<file path="src/hdl/lsc_pkg.sv">
// Shared types and constants for the line sensor scan and centroid unit.
// No dependencies; imported by every module of the block.
package lsc_pkg;

  localparam int CHANNELS  = 8;
  localparam int CH_W      = 3;
  localparam int SETTLE_W  = 10;
  localparam int MASK_W    = CHANNELS;
  localparam int ERR_W     = 4;
  localparam int POS_W     = 10;
  localparam int CNT_W     = 4;
  localparam int ESUM_W    = 5;
  localparam int DIV_W     = 12;
  localparam int DIV_STEPS = DIV_W;
  localparam int STEP_W    = 4;
  localparam int REM_W     = CNT_W;

  localparam logic [SETTLE_W-1:0] SETTLE_RESET = 10'd10;
  localparam logic [POS_W-1:0]    NO_LINE_POS  = 10'd500;
  localparam logic [MASK_W-1:0]   MASK_RESET   = 8'hFF;

  // steering and position weights per channel
  localparam int STEER_WEIGHT [CHANNELS] = '{-4, -3, -2, -1, 1, 2, 3, 4};
  localparam int POS_WEIGHT   [CHANNELS] = '{0, 143, 286, 429, 571, 714, 857, 1000};

  // register index of the configuration port
  localparam logic REG_SETTLE = 1'b0;

  // controller to datapath commands
  typedef struct packed {
    logic step;      // accept one tick: advance scan state
    logic div_load;  // form sums from held mask, start divider
    logic div_run;   // one divider iteration
    logic out_tick;  // load output beat for a plain tick
    logic out_scan;  // load output beat for a scan-end tick
  } lsc_cmd_t;

  // datapath to controller status
  typedef struct packed {
    logic scan_end;  // this tick samples the last channel
    logic div_done;  // divider is on its last iteration
  } lsc_sts_t;

endpackage

</file>
<file path="src/hdl/lsc_ctrl.sv">
// Controller of the line sensor scan unit: tick acceptance, divider sequencing
// and the output beat valid flag. Depends on lsc_pkg.
module lsc_ctrl (
  input  logic             clk,
  input  logic             rst_n,
  input  logic             in_tvalid,
  output logic             in_tready,
  output logic             out_tvalid,
  input  logic             out_tready,
  input  lsc_pkg::lsc_sts_t sts,
  output lsc_pkg::lsc_cmd_t cmd
);
  import lsc_pkg::*;

  localparam logic [1:0] S_RUN  = 2'd0;
  localparam logic [1:0] S_LOAD = 2'd1;
  localparam logic [1:0] S_DIV  = 2'd2;
  localparam logic [1:0] S_OUT  = 2'd3;

  logic [1:0] state_r, state_nxt;
  logic       out_valid_r, out_valid_nxt;
  logic       slot_free;
  logic       accept;

  assign slot_free  = !out_valid_r || out_tready;
  assign in_tready  = (state_r == S_RUN) && slot_free;
  assign accept     = in_tvalid && in_tready;
  assign out_tvalid = out_valid_r;

  // sequence commands and next state
  always_comb begin
    cmd       = '0;
    state_nxt = state_r;
    case (state_r)
      S_RUN: begin
        if (accept) begin
          cmd.step = 1'b1;
          if (sts.scan_end) begin
            state_nxt = S_LOAD;
          end else begin
            cmd.out_tick = 1'b1;
          end
        end
      end
      S_LOAD: begin
        cmd.div_load = 1'b1;
        state_nxt    = S_DIV;
      end
      S_DIV: begin
        cmd.div_run = 1'b1;
        if (sts.div_done) begin
          state_nxt = S_OUT;
        end
      end
      S_OUT: begin
        if (slot_free) begin
          cmd.out_scan = 1'b1;
          state_nxt    = S_RUN;
        end
      end
      default: begin
        state_nxt = S_RUN;
      end
    endcase
  end

  // hold the output beat until taken
  always_comb begin
    if (cmd.out_tick || cmd.out_scan) begin
      out_valid_nxt = 1'b1;
    end else if (out_tready) begin
      out_valid_nxt = 1'b0;
    end else begin
      out_valid_nxt = out_valid_r;
    end
  end

  always_ff @(posedge clk) begin
    if (!rst_n) begin
      state_r     <= S_RUN;
      out_valid_r <= 1'b0;
    end else begin
      state_r     <= state_nxt;
      out_valid_r <= out_valid_nxt;
    end
  end

endmodule

</file>
<file path="src/hdl/lsc_datapath.sv">
// Datapath of the line sensor scan unit: channel/settle counters, scan and
// held masks, weight sums, shift-subtract divider and output beat registers.
// Depends on lsc_pkg.
module lsc_datapath (
  input  logic                          clk,
  input  logic                          rst_n,
  input  lsc_pkg::lsc_cmd_t             cmd,
  output lsc_pkg::lsc_sts_t             sts,
  input  logic [lsc_pkg::SETTLE_W-1:0]  settle_ticks,
  input  logic                          sensor_level,
  output logic [lsc_pkg::CH_W-1:0]      channel_select,
  output logic                          scan_done,
  output logic [lsc_pkg::MASK_W-1:0]    line_mask,
  output logic                          line_seen,
  output logic signed [lsc_pkg::ERR_W-1:0] steer_error,
  output logic [lsc_pkg::POS_W-1:0]     line_position
);
  import lsc_pkg::*;

  logic [CH_W-1:0]     ch_r, ch_nxt;
  logic [SETTLE_W-1:0] settle_r, settle_nxt;
  logic [MASK_W-1:0]   scan_r, scan_nxt;
  logic [MASK_W-1:0]   held_r, held_nxt;
  logic [MASK_W-1:0]   scan_new;
  logic                sample;

  logic signed [ERR_W-1:0] err_r;
  logic [POS_W-1:0]        pos_r;

  logic [CNT_W-1:0]        cnt;
  logic signed [ESUM_W-1:0] esum;
  logic [ESUM_W-1:0]       emag;
  logic [DIV_W-1:0]        psum;

  logic [DIV_W-1:0]  qe_r, qp_r, qe_nxt, qp_nxt;
  logic [REM_W-1:0]  re_r, rp_r, re_nxt, rp_nxt;
  logic [CNT_W-1:0]  dvs_r;
  logic              neg_r, zero_r;
  logic [STEP_W-1:0] step_r;
  logic [REM_W:0]    trial_e, trial_p;
  logic              ge_e, ge_p;

  logic signed [ERR_W-1:0] err_fin;
  logic [POS_W-1:0]        pos_fin;

  // sample decision and scan update
  always_comb begin
    sample           = (settle_r >= settle_ticks);
    scan_new         = scan_r;
    scan_new[ch_r]   = sensor_level;
    sts.scan_end     = sample && (ch_r == CH_W'(CHANNELS - 1));
    sts.div_done     = (step_r == STEP_W'(DIV_STEPS - 1));
    ch_nxt           = ch_r;
    settle_nxt       = settle_r;
    scan_nxt         = scan_r;
    held_nxt         = held_r;
    if (cmd.step) begin
      if (sample) begin
        scan_nxt   = scan_new;
        settle_nxt = '0;
        if (sts.scan_end) begin
          held_nxt = scan_new;
          ch_nxt   = '0;
        end else begin
          ch_nxt = ch_r + CH_W'(1);
        end
      end else begin
        settle_nxt = settle_r + SETTLE_W'(1);
      end
    end
  end

  always_ff @(posedge clk) begin
    if (!rst_n) begin
      ch_r     <= '0;
      settle_r <= '0;
      scan_r   <= MASK_RESET;
      held_r   <= MASK_RESET;
    end else begin
      ch_r     <= ch_nxt;
      settle_r <= settle_nxt;
      scan_r   <= scan_nxt;
      held_r   <= held_nxt;
    end
  end

  // sum weights of dark sensors in the held mask
  always_comb begin
    cnt  = '0;
    esum = '0;
    psum = '0;
    for (int i = 0; i < CHANNELS; i++) begin
      if (!held_r[i]) begin
        cnt  = cnt + CNT_W'(1);
        esum = esum + ESUM_W'(STEER_WEIGHT[i]);
        psum = psum + DIV_W'(POS_WEIGHT[i]);
      end
    end
    emag = esum[ESUM_W-1] ? ESUM_W'(-esum) : ESUM_W'(esum);
  end

  // one restoring division step on both lanes
  always_comb begin
    trial_e = {re_r, qe_r[DIV_W-1]};
    trial_p = {rp_r, qp_r[DIV_W-1]};
    ge_e    = (trial_e >= {1'b0, dvs_r});
    ge_p    = (trial_p >= {1'b0, dvs_r});
    re_nxt  = ge_e ? REM_W'(trial_e - {1'b0, dvs_r}) : trial_e[REM_W-1:0];
    rp_nxt  = ge_p ? REM_W'(trial_p - {1'b0, dvs_r}) : trial_p[REM_W-1:0];
    qe_nxt  = {qe_r[DIV_W-2:0], ge_e};
    qp_nxt  = {qp_r[DIV_W-2:0], ge_p};
  end

  always_ff @(posedge clk) begin
    if (cmd.div_load) begin
      qe_r   <= DIV_W'(emag);
      qp_r   <= psum;
      re_r   <= '0;
      rp_r   <= '0;
      dvs_r  <= cnt;
      neg_r  <= esum[ESUM_W-1];
      zero_r <= (cnt == '0);
      step_r <= '0;
    end else if (cmd.div_run) begin
      qe_r   <= qe_nxt;
      qp_r   <= qp_nxt;
      re_r   <= re_nxt;
      rp_r   <= rp_nxt;
      step_r <= step_r + STEP_W'(1);
    end
  end

  // apply sign and the no-line defaults to the quotients
  always_comb begin
    if (zero_r) begin
      err_fin = '0;
      pos_fin = NO_LINE_POS;
    end else begin
      err_fin = neg_r ? -$signed(qe_r[ERR_W-1:0]) : $signed(qe_r[ERR_W-1:0]);
      pos_fin = qp_r[POS_W-1:0];
    end
  end

  // cache centroid of the held mask
  always_ff @(posedge clk) begin
    if (!rst_n) begin
      err_r <= '0;
      pos_r <= NO_LINE_POS;
    end else if (cmd.out_scan) begin
      err_r <= err_fin;
      pos_r <= pos_fin;
    end
  end

  // load the output beat
  always_ff @(posedge clk) begin
    if (cmd.out_tick) begin
      channel_select <= ch_r;
      scan_done      <= 1'b0;
      line_mask      <= held_r;
      line_seen      <= ~&held_r;
      steer_error    <= err_r;
      line_position  <= pos_r;
    end else if (cmd.out_scan) begin
      channel_select <= CH_W'(CHANNELS - 1);
      scan_done      <= 1'b1;
      line_mask      <= held_r;
      line_seen      <= ~&held_r;
      steer_error    <= err_fin;
      line_position  <= pos_fin;
    end
  end

endmodule

</file>
<file path="src/hdl/line_sensor_scan_centroid_unit.sv">
// A tick that samples no last channel gives its beat in the cycle after acceptance,
//   and such ticks go at one per cycle through the output register while beats are taken.
// A tick that completes a scan passes a sum step, the one-bit-per-cycle shift-subtract
//   divider and an output load that waits for the output slot, then acceptance resumes.
// Reset (synchronous, active low): settle_ticks 10, channel 0, masks all white,
//   error 0, position 500, no beat pending.
// Top level: APB settle register, controller and datapath. Depends on lsc_pkg,
// lsc_ctrl and lsc_datapath.
module line_sensor_scan_centroid_unit (
  input  logic        clk,
  input  logic        rst_n,
  // slave stream: tdata[0] sensor_level, tdata[7:1] zero
  input  logic        in_tvalid,
  output logic        in_tready,
  input  logic [7:0]  in_tdata,
  // master stream: tdata[2:0] channel_select, [10:3] line_mask, [11] line_seen,
  // [15:12] steer_error, [25:16] line_position, [31:26] zero
  output logic        out_tvalid,
  input  logic        out_tready,
  output logic [31:0] out_tdata,
  output logic        out_tlast,   // scan_done
  // configuration port
  input  logic        cfg_psel,
  input  logic        cfg_penable,
  input  logic        cfg_pwrite,
  input  logic [2:0]  cfg_paddr,
  input  logic [31:0] cfg_pwdata,
  output logic [31:0] cfg_prdata,
  output logic        cfg_pready
);
  import lsc_pkg::*;

  logic [SETTLE_W-1:0]     settle_r;
  lsc_cmd_t                cmd;
  lsc_sts_t                sts;
  logic [CH_W-1:0]         channel_select;
  logic [MASK_W-1:0]       line_mask;
  logic                    line_seen;
  logic signed [ERR_W-1:0] steer_error;
  logic [POS_W-1:0]        line_position;
  logic                    cfg_wr;

  // write the settle register
  assign cfg_pready = 1'b1;
  assign cfg_wr     = cfg_psel && cfg_penable && cfg_pwrite && cfg_pready;

  always_ff @(posedge clk) begin
    if (!rst_n) begin
      settle_r <= SETTLE_RESET;
    end else if (cfg_wr && (cfg_paddr[2] == REG_SETTLE)) begin
      settle_r <= cfg_pwdata[SETTLE_W-1:0];
    end
  end

  assign cfg_prdata = (cfg_paddr[2] == REG_SETTLE) ? 32'(settle_r) : '0;

  lsc_ctrl u_ctrl (
    .clk        (clk),
    .rst_n      (rst_n),
    .in_tvalid  (in_tvalid),
    .in_tready  (in_tready),
    .out_tvalid (out_tvalid),
    .out_tready (out_tready),
    .sts        (sts),
    .cmd        (cmd)
  );

  lsc_datapath u_datapath (
    .clk            (clk),
    .rst_n          (rst_n),
    .cmd            (cmd),
    .sts            (sts),
    .settle_ticks   (settle_r),
    .sensor_level   (in_tdata[0]),
    .channel_select (channel_select),
    .scan_done      (out_tlast),
    .line_mask      (line_mask),
    .line_seen      (line_seen),
    .steer_error    (steer_error),
    .line_position  (line_position)
  );

  // pack the result beat
  assign out_tdata = {6'b0, line_position, steer_error, line_seen, line_mask, channel_select};

endmodule

</file>
<file path="config.mk">
export PLATFORM = sky130hd
export DESIGN_NAME = line_sensor_scan_centroid_unit
export DESIGN_NICKNAME = d
export VERILOG_FILES = /design/src/hdl/lsc_pkg.sv /design/src/hdl/lsc_ctrl.sv /design/src/hdl/lsc_datapath.sv /design/src/hdl/line_sensor_scan_centroid_unit.sv
export SDC_FILE = /design/constraint.sdc
export NUM_CORES = 1
export LEC_CHECK = 0
export ABC_AREA = 1
export BUFFER_PORTS_ARGS = -buffer_cell sky130_fd_sc_hd__buf_2
export CAP_MARGIN = 5
export CORE_ASPECT_RATIO = 1.1
export CORE_UTILIZATION = 50
export CTS_BUF_LIST = sky130_fd_sc_hd__clkbuf_8
export DETAILED_ROUTE_END_ITERATION = 10
export PLACE_DENSITY = 0.74
export SLEW_MARGIN = 20
export SYNTH_ARGS = -nofsm -noshare
export SYNTH_HDL_FRONTEND = slang
export SYNTH_SLANG_ARGS = --single-unit
</file>
<file path="constraint.sdc">
create_clock -name clk -period 6.95 [get_ports clk]
set_input_delay 0.3475 -clock clk [delete_from_list [all_inputs] [get_ports clk]]
set_output_delay 0.3475 -clock clk [all_outputs]
set_load 0.005 [all_outputs]
</file>
After elaboration in Yosys (flattened, before gate mapping) --
Index checks and enable logic that the tools add are counted. W data, S select, Z words.
Cells by class: reductions and logical operators 20, add/subtract/negate cells 27, divide/modulo/power cells 0, equality and inequality tests 9, bitwise gates (word level) 1, magnitude comparators 5, mux-type cells 65, shift-type cells 0, multiply operators 0
Operators with widths (number):
- $mux W12 | 8
- $mux W5 | 11
- $mux W4 | 13
- $mux W10 | 5
- $add A12 B10 Y12 const B | 4
- $add A4 B1 Y4 const B | 7
- $mux W8 | 3
- $add A5 B3 Y5 const B | 3
- $mux W1 | 15
- $add A12 B9 Y12 const B | 1
- $add A10 B1 Y10 const B | 1
- $add A5 B2 Y5 const B | 2
- $add A8 B9 Y10 const B | 1
- $ge A10 B10 Y1 | 1
- $ge A5 B4 Y1 | 2
- $mux W3 | 3
- $bwmux W8 | 1
- $mux W2 | 4
- $pmux W2 S4 | 1
- $reduce_and A8 Y1 | 1
- $sub A4 B4 Y4 | 2
- $logic_and A1 B1 Y1 | 7
- $reduce_bool A2 Y1 | 3
- $add A5 B1 Y5 const B | 1
- 22 further kinds | 27
Storage, ports and cells: output and inout bits 68, input bits 50, register bits after elaboration 125, bits in latches 0, memories kept 0, ROM bits 0, bits in writable memories 0

Logic depth before layout (Yosys ltp) --
Gate-level depths: netlist of run 1.
depth after elaboration 18, mapped depth 29, gate-level depth less buffers 29

Hierarchy --
Synthesis of run 1 repeated with hierarchy kept, for this count alone.
Unflattened totals: cells, all modules 1096, area, all modules 8344.3 sq um
By module, submodules not included:
- lsc_datapath | area each 7297.0 sq um, times used 1, cells each 937, sequential area each 2732.6 sq um
- line_sensor_scan_centroid_unit | area each 760.7 sq um, times used 1, cells each 118, sequential area each 200.2 sq um
- lsc_ctrl | area each 286.5 sq um, times used 1, cells each 41, sequential area each 60.1 sq um

Worst setup path before layout of run 1 --
No wires, ideal clock.
kind register to register, from reg u_datapath.held_r[1], to reg u_datapath.qe_r[1] (data pin), clock period less this slack 4.004 ns, cell stages (with the launch flop) 24, library setup time 0.261 ns, setup slack 2.946 ns, data required time 6.689 ns, arrival time 3.743 ns, path buffers 0, cell sequence dfxtp_1 inv_1 ha_1 inv_1 ha_1 inv_1 nand2_1 nand2_1 o21ai_2 xor2_1 inv_2 ha_1 inv_1 o21ai_0 nand2_1 xnor2_1 ha_1 nand2_1 xor2_1 or2_2 nand2_2 inv_1 nor2_1 o22ai_1
On the way: elaborated cells between the ends (all ways) 16
RTL lines:
- from (decl) | line lsc_datapath.sv:23 | logic [MASK_W-1:0] held_r, held_nxt;
- from (signal assigned) | line lsc_datapath.sv:83 | held_r <= held_nxt;
- $mux W5 * | line lsc_datapath.sv:93 | if (!held_r[i]) begin
- $add A5 B2 Y5 | line lsc_datapath.sv:95 | esum = esum + ESUM_W'(STEER_WEIGHT[i]);
- $mux W5 * | line lsc_datapath.sv:93
- $add A5 B1 Y5 | line lsc_datapath.sv:95
- $mux W5 * | line lsc_datapath.sv:93
- $add A5 B2 Y5 | line lsc_datapath.sv:95
- $mux W5 * | line lsc_datapath.sv:93
- $add A5 B3 Y5 | line lsc_datapath.sv:95
- $mux W5 * | line lsc_datapath.sv:93
- $add A5 B3 Y5 | line lsc_datapath.sv:95
- $mux W5 * | line lsc_datapath.sv:93
- $add A5 B4 Y5 | line lsc_datapath.sv:95
- $mux W5 * | line lsc_datapath.sv:93
- net u_datapath.esum[4] | line lsc_datapath.sv:31 | logic signed [ESUM_W-1:0] esum;
- $mux W5 * | line lsc_datapath.sv:99 | emag = esum[ESUM_W-1] ? ESUM_W'(-esum) : ESUM_W'(esum);
- $mux W5 * | line lsc_datapath.sv:115 | if (cmd.div_load) begin
- to (signal assigned) | line lsc_datapath.sv:116 | qe_r <= DIV_W'(emag);
- to (signal assigned) | line lsc_datapath.sv:125 | qe_r <= qe_nxt;
- to (decl) | line lsc_datapath.sv:35 | logic [DIV_W-1:0] qe_r, qp_r, qe_nxt, qp_nxt;
Mark *: on every way through the listed nets, which the timed path passes. The rest lies on a longest branch. A chain may end at the register's enable or synchronous reset.

Worst setup path after layout of run 1 --
from reg u_datapath.held_r[1], to reg u_datapath.zero_r (data pin)
On the way: cells in the longest elaborated chain, start to end 14
Ends and longest elaborated chain:
- $mux W4 * | line lsc_datapath.sv:93
- $add A4 B1 Y4 | line lsc_datapath.sv:94 | cnt = cnt + CNT_W'(1);
- $mux W4 * | line lsc_datapath.sv:93
- $add A4 B1 Y4 | line lsc_datapath.sv:94
- $mux W4 * | line lsc_datapath.sv:93
- $add A4 B1 Y4 | line lsc_datapath.sv:94
- $mux W4 * | line lsc_datapath.sv:93
- $add A4 B1 Y4 | line lsc_datapath.sv:94
- $mux W4 * | line lsc_datapath.sv:93
- $add A4 B1 Y4 | line lsc_datapath.sv:94
- $mux W4 * | line lsc_datapath.sv:93
- $add A4 B1 Y4 | line lsc_datapath.sv:94
- $mux W4 * | line lsc_datapath.sv:93
- net u_datapath.cnt[2] | line lsc_datapath.sv:30 | logic [CNT_W-1:0] cnt;
- $logic_not A4 Y1 * | line lsc_datapath.sv:122 | zero_r <= (cnt == '0);
- to (signal assigned) | line lsc_datapath.sv:122
- to (decl) | line lsc_datapath.sv:38 | logic neg_r, zero_r;
Marked as above.

==> run summary, run 1 <==
====================================================================================
TritonCTS clock tree ..................................................        built
Half-perimeter wire length after placement ............................      11.8 mm
Critical-path cell with the highest stage delay ....................... sky130_fd_sc_hd__dfxtp_1
Sequential cell area fraction in the yosys report .....................        0.377
Total CTS buffers .....................................................           17
Required time at the endpoint of the critical path ....................      7190 ps
Syn-to-layout area delta ..............................................        8.33%
Period utilization ....................................................        0.671
Number of buffers added to fix hold violations after cts ..............            0
Worst path arrival time ...............................................      4900 ps
Delay of the slowest cell on the worst path ...........................       590 ps
Clock-pin slew on the worst setup and hold paths ......................        90 ps
Main synth FF type .................................................... sky130_fd_sc_hd__dfxtp_1
Synthesized flop and latch total ......................................          125
Final Worst Setup Slack ...............................................      2290 ps
Post-layout util ......................................................        0.563
Htree depth ...........................................................            4
Post-Place Cell Area ..................................................    8230 um^2
Number of hold violations in the final report .........................            0
Family of cells with the greatest summed delay on the critical path ...  adder cells
Antenna violations before repair ......................................            0
Synth async-reset ratio ...............................................            0
Most numerous cell on the critical path ............................... sky130_fd_sc_hd__ha_1
Setup violations, final ...............................................            0
Pin count of the biggest net entering global routing ..................           46
Minimum setup slack among reg-to-reg paths ............................      2290 ps
Maximum buffer depth of the clock tree ................................            2
Routed len/inst .......................................................      12.1 um
Most repeated cell in the gate-level netlist after synthesis .......... sky130_fd_sc_hd__nand2_1
R2r startpoint ........................................................ u_datapath.held_r[1]
Antenna cell count ....................................................            0
Worst flop-to-flop path endpoint ...................................... u_datapath.zero_r
# port buffers ........................................................           57
Power per unit of standard cell area ..................................  285 nW/um^2
Type of the tightest min-delay check ..................................       in2reg
Overall die width .....................................................       122 um
Setup crit start ...................................................... u_datapath.held_r[1]
Worst vdd rail ir drop ................................................     0.146 mV
# fillers .............................................................         1431
WP buf/inv ............................................................            2
Via count of the first global-routing pass ............................         6093
Distinct cell type count after synthesis ..............................           44
Startpoint Class ......................................................    flip-flop
Number of gates given a new drive strength after cts ..................            0
Placement Setup Slack .................................................      2290 ps
Core box area .........................................................   15300 um^2
Ordered cell list for the critical path ............................... inv_1 -> ha_1 -> inv_1 -> ha_1 -> ha_1 -> nand2_1 -> nand2_1 -> ha_1 -> nor2_1 -> a31oi_1 -> ha_1 -> nand2_1 -> nand2_1 -> ha_1 -> nor2_1 -> a31oi_1 -> ha_1 -> nand2_1 -> xnor2_1 -> nor4_1
Total of max-cap violations ...........................................            0
Headroom to the max-slew limit ........................................        0.428
Top cell types by occurrence after synthesis .......................... sky130_fd_sc_hd__nand2_1, sky130_fd_sc_hd__inv_1, sky130_fd_sc_hd__nor2_1
Placement row count ...................................................           47
Cells after synthesis .................................................         1065
Length of the first detailed-routing pass in iterations ...............            4
Total clock sinks .....................................................          125
Number of top-level design ports ......................................          118
Number of stages on the worst setup path ..............................           20
Static Leak ...........................................................   0.00411 uW
Final clock skew ......................................................      16.8 ps
Fraction of synthesized cell area taken by the top area cell type .....        0.191
Minimum clock period ..................................................      4660 ps
Number of routed nets with antenna violations .........................            0
Global-route wire length before repair ................................      27.8 mm
Biggest area contributors in the synthesized netlist .................. sky130_fd_sc_hd__dfxtp_1, sky130_fd_sc_hd__edfxtp_1, sky130_fd_sc_hd__nand2_1
Net count, final ......................................................         1209
Share of final-layout standard cells stronger than drive strength 1 ...        0.119
Via total after detailed routing ......................................         6648
Max Clk Rate ..........................................................      215 MHz
Most area-hungry cell type in the Yosys netlist ....................... sky130_fd_sc_hd__dfxtp_1
Die Outline Area ......................................................   16400 um^2
Final hold slack ......................................................       119 ps
Nature of the critical path endpoint ..................................    flip-flop
Detail-routed via count per cell ......................................         5.06
Run status ............................................................ finished clean
DRT iter0 DRCs ........................................................          375
Critical-path maximum fanout ..........................................           13
Weighted congestion at the end of routability-driven global placement .        0.836
Slew at the pin closest to its max-slew limit .........................       855 ps
Worst setup path class ................................................      reg2reg
Synthesized area ......................................................    7950 um^2
DRC errors left .......................................................            0
R2r worst-path depth ..................................................           20
Die height ............................................................       134 um
GRT Total Usage .......................................................        0.209
Total negative slack for setup checks .................................         0 ps
Sum of overflow across all layers after global routing ................            0
Worst-Skew Late Latency ...............................................       440 ps
Starting utilization of the core area .................................        0.520
Setup repair after global routing missed its margin ...................           no
Root Buffer Master .................................................... sky130_fd_sc_hd__clkbuf_8
Layout Cell Area excl Fill ............................................    8610 um^2
Critical path destination ............................................. u_datapath.zero_r
Number of enable-type register cells in the synthesized netlist .......           49
Overall routed net length .............................................      15.9 mm
Yosys warning count ...................................................            0
Number of buffers inserted by post-CTS setup repair ...................            0
Final max-slew violation count ........................................            0
Mean area per synthesized cell ........................................    7.46 um^2
====================================================================================
[report_power, final]
group / leakage (uW) / switching [uW] / internal (uW)
Combinational: 0.00285 / 492 / 247
Clock: 0.000203 / 325 / 296
Sequential: 0.00106 / 87.1 / 1010
[kinds of logic (layout without fill, tap and decap cells)]
kind of cell | count (synthesis) | count (layout) | synth area share
fa+ha+maj | 54 | 54 | 0.0869
simple gates | 484 | 484 | 0.262
xor+xnor | 39 | 39 | 0.0467
other cells | 2 | 29 | 0.000945
buf+inv | 194 | 220 | 0.107
flops | 125 | 125 | 0.377
compound gates | 167 | 167 | 0.119
[layout by cell type (no fill, tap or decap), types with 29 or more instances in the layout]
master and instances:
sky130_fd_sc_hd__nand2_1 245, sky130_fd_sc_hd__ha_1 52, sky130_fd_sc_hd__edfxtp_1 49, sky130_fd_sc_hd__o21ai_0 84
sky130_fd_sc_hd__a21oi_1 34, sky130_fd_sc_hd__nand3_1 70, sky130_fd_sc_hd__nor2_1 105, sky130_fd_sc_hd__dfxtp_1 76
sky130_fd_sc_hd__buf_2 57, sky130_fd_sc_hd__inv_1 118, sky130_fd_sc_hd__conb_1 29
[worst min path at each step]
stage / startpoint / cells past startpoint / endpoint / slack, ps
floorplan: u_datapath.held_r[7] / 0 / u_datapath.line_mask[7] / 400
global placement: u_datapath.pos_r[4] / 2 / u_datapath.pos_r[4] / 440
detailed placement: u_datapath.pos_r[8] / 2 / u_datapath.pos_r[8] / 440
CTS: cfg_pwdata[3] / 3 / settle_r[3] / 90
global route: cfg_pwdata[3] / 3 / settle_r[3] / 130
finish: cfg_pwdata[3] / 3 / settle_r[3] / 120
[metrics by stage]
stage | total power [uW] | instances
finish | 2450 | 1314
global route | 2640 | 1314
CTS | 2480 | 1314
detailed placement | 1860 | 1282
global placement | 1830 | 1282
floorplan | 1660 | 1092
[per-layer routing]
metal | global-route usage | wire, um | vias up
met5 | 0 | 0 | -
met4 | 0.0711 | 267 | 0
li1 | - | - | 3520
met3 | 0.0349 | 535 | 19
met1 | 0.267 | 7540 | 2985
met2 | 0.355 | 7540 | 124
[worst min-delay path, stage by stage]
cell,delay [ps]
sky130_fd_sc_hd__buf_2,70
sky130_fd_sc_hd__nand2_1,40
sky130_fd_sc_hd__o211ai_1,60
[state kept, by name, indices dropped and copies added (netlist names), 2 cells and up]
| register | count |
|---|---|
| u_datapath.re_r | 4 |
| u_datapath.line_mask | 8 |
| u_datapath.line_position | 10 |
| u_datapath.ch_r | 3 |
| settle_r | 10 |
| u_datapath.dvs_r | 4 |
| u_datapath.pos_r | 10 |
| u_datapath.rp_r | 4 |
| u_datapath.err_r | 4 |
| u_datapath.scan_r | 8 |
| u_datapath.held_r | 8 |
| u_datapath.qp_r | 12 |
| u_ctrl.state_r | 2 |
| u_datapath.channel_select | 3 |
| u_datapath.qe_r | 12 |
| u_datapath.settle_r | 10 |
| u_datapath.step_r | 4 |
| u_datapath.steer_error | 4 |
[cell type report]
type                    instances  area [um^2]  share of cell area
repair buffers                 59          300              0.0349
inverters                     129          484              0.0562
well taps                     196          245              0.0285
clock inverters                15          148              0.0171
clock buffers                  17          234              0.0272
flip-flops and latches        125         2990               0.348
multi-input cells             773         4210               0.489
Note: power is estimated with default switching activity, not from simulation.
==> inputs of run 2 (changes only) <==
- PLACE_DENSITY: 0.74 -> 0.77
- clock period: 6.95 -> 3.8 ns (I/O delays scaled with it)
==> run summary, run 2 (synthesized netlist as in run 1, its figures left out) <==
====================================================================================
Run status ............................................................ finished clean
DRC errors left .......................................................            0
# fillers .............................................................         1322
Most frequent cells in the layout ..................................... sky130_fd_sc_hd__nand2_1, sky130_fd_sc_hd__inv_1, sky130_fd_sc_hd__nor2_1
Overall routed net length .............................................      17.8 mm
Share of final-layout standard cells stronger than drive strength 1 ...        0.209
Die height ............................................................       134 um
Starting utilization of the core area .................................        0.520
Max Clk Rate ..........................................................      268 MHz
Number of routed nets with antenna violations .........................            0
DRT iter0 DRCs ........................................................          443
Length of the first detailed-routing pass in iterations ...............            5
Final hold slack ......................................................      40.3 ps
Pin count of the biggest net entering global routing ..................           46
TritonCTS clock tree ..................................................        built
Total CTS buffers .....................................................           17
Sum of overflow across all layers after global routing ................            0
Routed len/inst .......................................................      12.9 um
Startpoint Class ......................................................    flip-flop
Most common library cell in the layout ignoring fill and taps ......... sky130_fd_sc_hd__nand2_1
Number of standard cells in the layout, taps in and fillers out .......         1375
Worst vdd rail ir drop ................................................     0.287 mV
Global-route wire length before repair ................................      29.2 mm
Die Outline Area ......................................................   16400 um^2
Period utilization ....................................................        0.981
Routed met2 length ....................................................      8.77 mm
Maximum buffer depth of the clock tree ................................            2
Nature of the critical path endpoint ..................................    flip-flop
Clock-pin slew on the worst setup and hold paths ......................        80 ps
Final Total Pwr .......................................................      4490 uW
Headroom to the max-slew limit ........................................        0.460
Worst-Skew Late Latency ...............................................       450 ps
Placement row count ...................................................           47
Met3 wire length ......................................................       642 um
Htree depth ...........................................................            4
Total of max-cap violations ...........................................            0
Type of the tightest min-delay check ..................................       in2reg
Number of hold violations in the final report .........................            0
Core box area .........................................................   15300 um^2
Cell count after placement ............................................         1311
Worst path arrival time ...............................................      4000 ps
Placement Setup Slack .................................................      -120 ps
Detail-routed via count per cell ......................................         5.19
Required time at the endpoint of the critical path ....................      4070 ps
Root Buffer Master .................................................... sky130_fd_sc_hd__clkbuf_8
Half-perimeter wire length after placement ............................      12.3 mm
Weighted congestion at the end of routability-driven global placement .        0.862
Overall die width .....................................................       122 um
Storage cell area .....................................................    3000 um^2
Power per unit of standard cell area ..................................  476 nW/um^2
Uppermost signal routing layer after detailed routing .................         met4
Minimum clock period ..................................................      3730 ps
Setup violations, final ...............................................            0
Antenna cell count ....................................................            0
GRT Total Usage .......................................................        0.220
Total clock sinks .....................................................          125
Final max-slew violation count ........................................            0
Final Worst Setup Slack ...............................................      72.1 ps
Final clock skew ......................................................      15.3 ps
# port buffers ........................................................           57
Critical-path maximum fanout ..........................................            5
Via count of the first global-routing pass ............................         6546
Met1 wire length ......................................................      8.02 mm
Via total after detailed routing ......................................         7132
Number of top-level design ports ......................................          118
Static Leak ...........................................................   0.00443 uW
Syn-to-layout area delta ..............................................        18.7%
Total negative slack for setup checks .................................         0 ps
Antenna violations before repair ......................................            0
Worst setup path class ................................................      reg2reg
Largest registers ..................................................... u_datapath.qe_r: 12 flops, u_datapath.qp_r: 12 flops
Area of the multi-input gates .........................................    4550 um^2
Net count, final ......................................................         1270
Slew at the pin closest to its max-slew limit .........................       810 ps
====================================================================================
-- run 2: metal layers --
metal,global-route usage,vias up
li1,-,3632
met2,0.371,157
met3,0.0404,27
met1,0.280,3316
met5,0,-
met4,0.0766,0
-- run 2: worst paths after layout --
check | startpoint | end | slack, ps | cells past startpoint
max | u_datapath.held_r[1] | u_datapath.zero_r | 70 | 22
min | cfg_pwdata[8] | settle_r[8] | 40 | 3
max reg2reg | u_datapath.held_r[1] | u_datapath.zero_r | 70 | 22
min reg2reg | u_datapath.pos_r[8] | u_datapath.pos_r[8] | 460 | 2
-- run 2: critical path, stage by stage, from the launching register on --
cell,delay [ps]
sky130_fd_sc_hd__dfxtp_4,360
sky130_fd_sc_hd__inv_4,40
sky130_fd_sc_hd__ha_4,270
sky130_fd_sc_hd__inv_4,40
sky130_fd_sc_hd__ha_4,260
sky130_fd_sc_hd__ha_4,280
sky130_fd_sc_hd__nand2_4,60
sky130_fd_sc_hd__nand2_4,90
sky130_fd_sc_hd__ha_4,190
sky130_fd_sc_hd__nor2_2,110
sky130_fd_sc_hd__a31oi_2,60
sky130_fd_sc_hd__buf_4,150
sky130_fd_sc_hd__buf_4,120
sky130_fd_sc_hd__buf_4,130
sky130_fd_sc_hd__nand2_2,90
sky130_fd_sc_hd__nand2_2,80
sky130_fd_sc_hd__ha_4,280
sky130_fd_sc_hd__nor2_4,40
sky130_fd_sc_hd__a31oi_4,180
sky130_fd_sc_hd__ha_2,200
sky130_fd_sc_hd__nand2_2,70
sky130_fd_sc_hd__xnor2_2,170
sky130_fd_sc_hd__nor4_1,290
-- run 2: area by class of cell --
cell class / count / area share
inverter: 129 / 0.0521
tap: 196 / 0.0260
sequential: 125 / 0.318
clock buffer: 19 / 0.0277
timing repair buffer: 120 / 0.0820
clock inverter: 13 / 0.0122
multi-input combinational: 773 / 0.482
-- run 2: power by group --
part / switching, uW / total, uW / leakage [uW] / internal [uW]
registers: 160 / 2000 / 0.00105 / 1840
logic: 909 / 1370 / 0.00319 / 465
clock network: 561 / 1110 / 0.000180 / 551
total: 1630 / 4490 / 0.00443 / 2860
-- run 2: per-stage QoR --
step | utilization | instance area [um^2]
global route | 0.617 | 9440
global placement | 0.553 | 8460
finish | 0.617 | 9440
detailed placement | 0.553 | 8460
floorplan | - | 8070
CTS | 0.595 | 9090
-- run 2: timing repair --
action / 4_1_cts / 5_1_grt
hold buffers: 6 / 0
hold endpoints to repair: 6 / 0
pin swaps: 9 / 40
setup buffers: 17 / 9
endpoints found under the setup margin: 5 / 16
resized for setup: 15 / 67
==> inputs of run 3 (changes only) <==
- CTS_BUF_LIST: sky130_fd_sc_hd__clkbuf_8 -> unset
==> run summary, run 3 (synthesized netlist as in run 1, its figures left out) <==
====================================================================================
Startpoint Class ......................................................    flip-flop
Largest registers ..................................................... u_datapath.qe_r: 12 flops, u_datapath.qp_r: 12 flops
Post-Place Cell Area ..................................................    8460 um^2
Length of the first detailed-routing pass in iterations ...............            5
Root Buffer Master .................................................... sky130_fd_sc_hd__clkbuf_16
Weighted congestion at the end of routability-driven global placement .        0.862
Period utilization ....................................................        0.968
Part of the total power dissipated in sequential elements .............        0.406
Number of hold violations in the final report .........................            0
Placement row count ...................................................           47
Antenna cell count ....................................................            0
Total clock sinks .....................................................          125
Global routing usage on met2 ..........................................        0.370
Total CTS buffers .....................................................           17
Internal power contribution ...........................................      3240 uW
Worst vdd rail ir drop ................................................     0.330 mV
Worst-Skew Late Latency ...............................................       430 ps
Required time at the endpoint of the critical path ....................      4040 ps
Htree depth ...........................................................            4
Final Total Pwr .......................................................      4940 uW
Met3 Track Usage GR ...................................................       0.0442
Worst setup path class ................................................      reg2reg
Number of routed nets with antenna violations .........................            0
Core box area .........................................................   15300 um^2
Detail-routed via count per cell ......................................         5.22
Combinational share of power ..........................................        0.279
Number of top-level design ports ......................................          118
Via count of the first global-routing pass ............................         6489
Net count, final ......................................................         1256
Global-route wire length before repair ................................      28.9 mm
Type of the tightest min-delay check ..................................       in2reg
Headroom to the max-slew limit ........................................        0.461
Die height ............................................................       134 um
Worst path arrival time ...............................................      3920 ps
GR met1 Demand/Resource ...............................................        0.274
TritonCTS clock tree ..................................................        built
# fillers .............................................................         1312
Via total after detailed routing ......................................         7107
Minimum clock period ..................................................      3680 ps
Run status ............................................................ finished clean
Setup violations, final ...............................................            0
Power per unit of standard cell area ..................................  521 nW/um^2
Share of final-layout standard cells stronger than drive strength 1 ...        0.202
Maximum buffer depth of the clock tree ................................            2
GRT Total Usage .......................................................        0.219
Static Leak ...........................................................   0.00444 uW
Most common library cell in the layout ignoring fill and taps ......... sky130_fd_sc_hd__nand2_1
Max Clk Rate ..........................................................      272 MHz
Pin count of the biggest net entering global routing ..................           46
Final max-slew violation count ........................................            0
Syn-to-layout area delta ..............................................        19.4%
Final clock skew ......................................................      12.8 ps
Most frequent cells in the layout ..................................... sky130_fd_sc_hd__nand2_1, sky130_fd_sc_hd__inv_1, sky130_fd_sc_hd__nor2_1
Die Outline Area ......................................................   16400 um^2
Total of max-cap violations ...........................................            0
Sum of overflow across all layers after global routing ................            0
Routed len/inst .......................................................      12.9 um
Slew at the pin closest to its max-slew limit .........................       808 ps
Clock-pin slew on the worst setup and hold paths ......................        60 ps
Layout Cell Area excl Fill ............................................    9490 um^2
# port buffers ........................................................           57
NetSw .................................................................      1700 uW
Antenna violations before repair ......................................            0
DRT iter0 DRCs ........................................................          438
Overall routed net length .............................................      17.6 mm
Nature of the critical path endpoint ..................................    flip-flop
DRC errors left .......................................................            0
Starting utilization of the core area .................................        0.520
Critical-path maximum fanout ..........................................            5
Fraction of power consumed by the clock network .......................        0.315
Half-perimeter wire length after placement ............................      12.3 mm
Peak-usage layer in the global routing report .........................         met2
Proportion of total power due to net switching ........................        0.344
Overall die width .....................................................       122 um
====================================================================================
run 3: cell types whose count changed in the layout (fill, tap and decap cells not counted), sizes merged:
cell / before / now
clkbuf: 19 / 20
inv: 130 / 129
dlygate4sd3: 6 / 2
buf: 114 / 104
run 3: per-layer routing:
metal	vias to the layer above	wire length, um
li1	3612	-
met1	3289	7820
met2	178	8780
met3	28	676
met4	0	280
met5	-	0
run 3: final timing paths:
path	start	end	slack, ps	cells after the start
hold reg to reg	u_datapath.pos_r[4]	u_datapath.pos_r[4]	460	2
hold / removal	cfg_pwdata[0]	settle_r[0]	50	3
setup reg to reg	u_datapath.held_r[1]	u_datapath.zero_r	120	20
setup / recovery	u_datapath.held_r[1]	u_datapath.zero_r	120	20
run 3: critical path: stages, from the launching register on:
cell and delay, ps:
sky130_fd_sc_hd__dfxtp_4 350, sky130_fd_sc_hd__inv_4 40, sky130_fd_sc_hd__ha_4 270, sky130_fd_sc_hd__inv_4 40, sky130_fd_sc_hd__ha_4 300, sky130_fd_sc_hd__ha_4 210
sky130_fd_sc_hd__nand2_4 80, sky130_fd_sc_hd__nand2_4 60, sky130_fd_sc_hd__ha_4 270, sky130_fd_sc_hd__nor2_2 30, sky130_fd_sc_hd__a31oi_2 190, sky130_fd_sc_hd__ha_1 270
sky130_fd_sc_hd__nand2_2 90, sky130_fd_sc_hd__nand2_2 90, sky130_fd_sc_hd__ha_4 280, sky130_fd_sc_hd__nor2_4 40, sky130_fd_sc_hd__a31oi_4 170, sky130_fd_sc_hd__ha_2 190
sky130_fd_sc_hd__nand2_2 70, sky130_fd_sc_hd__xnor2_2 170, sky130_fd_sc_hd__nor4_1 290
run 3: cell type report:
type | count | area, um^2 | area share
clock inverter | 12 | 111 | 0.0117
timing repair buffer | 106 | 658 | 0.0693
clock buffer | 20 | 457 | 0.0481
inverter | 129 | 489 | 0.0515
sequential | 125 | 3000 | 0.316
multi-input combinational | 773 | 4530 | 0.478
tap | 196 | 245 | 0.0258
run 3: repair_timing:
item | CTS | global route
hold buffers | 2 | 0
setup buffers | 6 | 10
gates resized for setup | 9 | 69
pin swaps | 8 | 38
hold endpoints to repair | 2 | 0
setup endpoints to repair | 6 | 17
run 3: power groups by stage:
| stage | clock (uW) | combinational [uW] | sequential, uW |
|---|---|---|---|
| global placement | 0 | 1330 | 2020 |
| detailed placement | 0 | 1380 | 2030 |
| global route | 1630 | 1600 | 2040 |
| CTS | 1580 | 1390 | 2010 |
| floorplan | 0 | 1040 | 2000 |
| finish | 1560 | 1380 | 2010 |
run 3: through the flow:
| stage | setup TNS [ps] | std cells | hold slack [ps] | worst slack [ps] | util |
|---|---|---|---|---|---|
| floorplan | 0 | 1092 | 320 | 48.8 | - |
| global placement | 0 | 1311 | 413 | 7.55 | 0.553 |
| detailed placement | -261 | 1311 | 416 | -120 | 0.553 |
| CTS | -59.4 | 1351 | 40.8 | -59.4 | 0.598 |
| global route | -237 | 1361 | 60.2 | -74.0 | 0.621 |
| finish | 0 | 1361 | 51.9 | 121 | 0.621 |
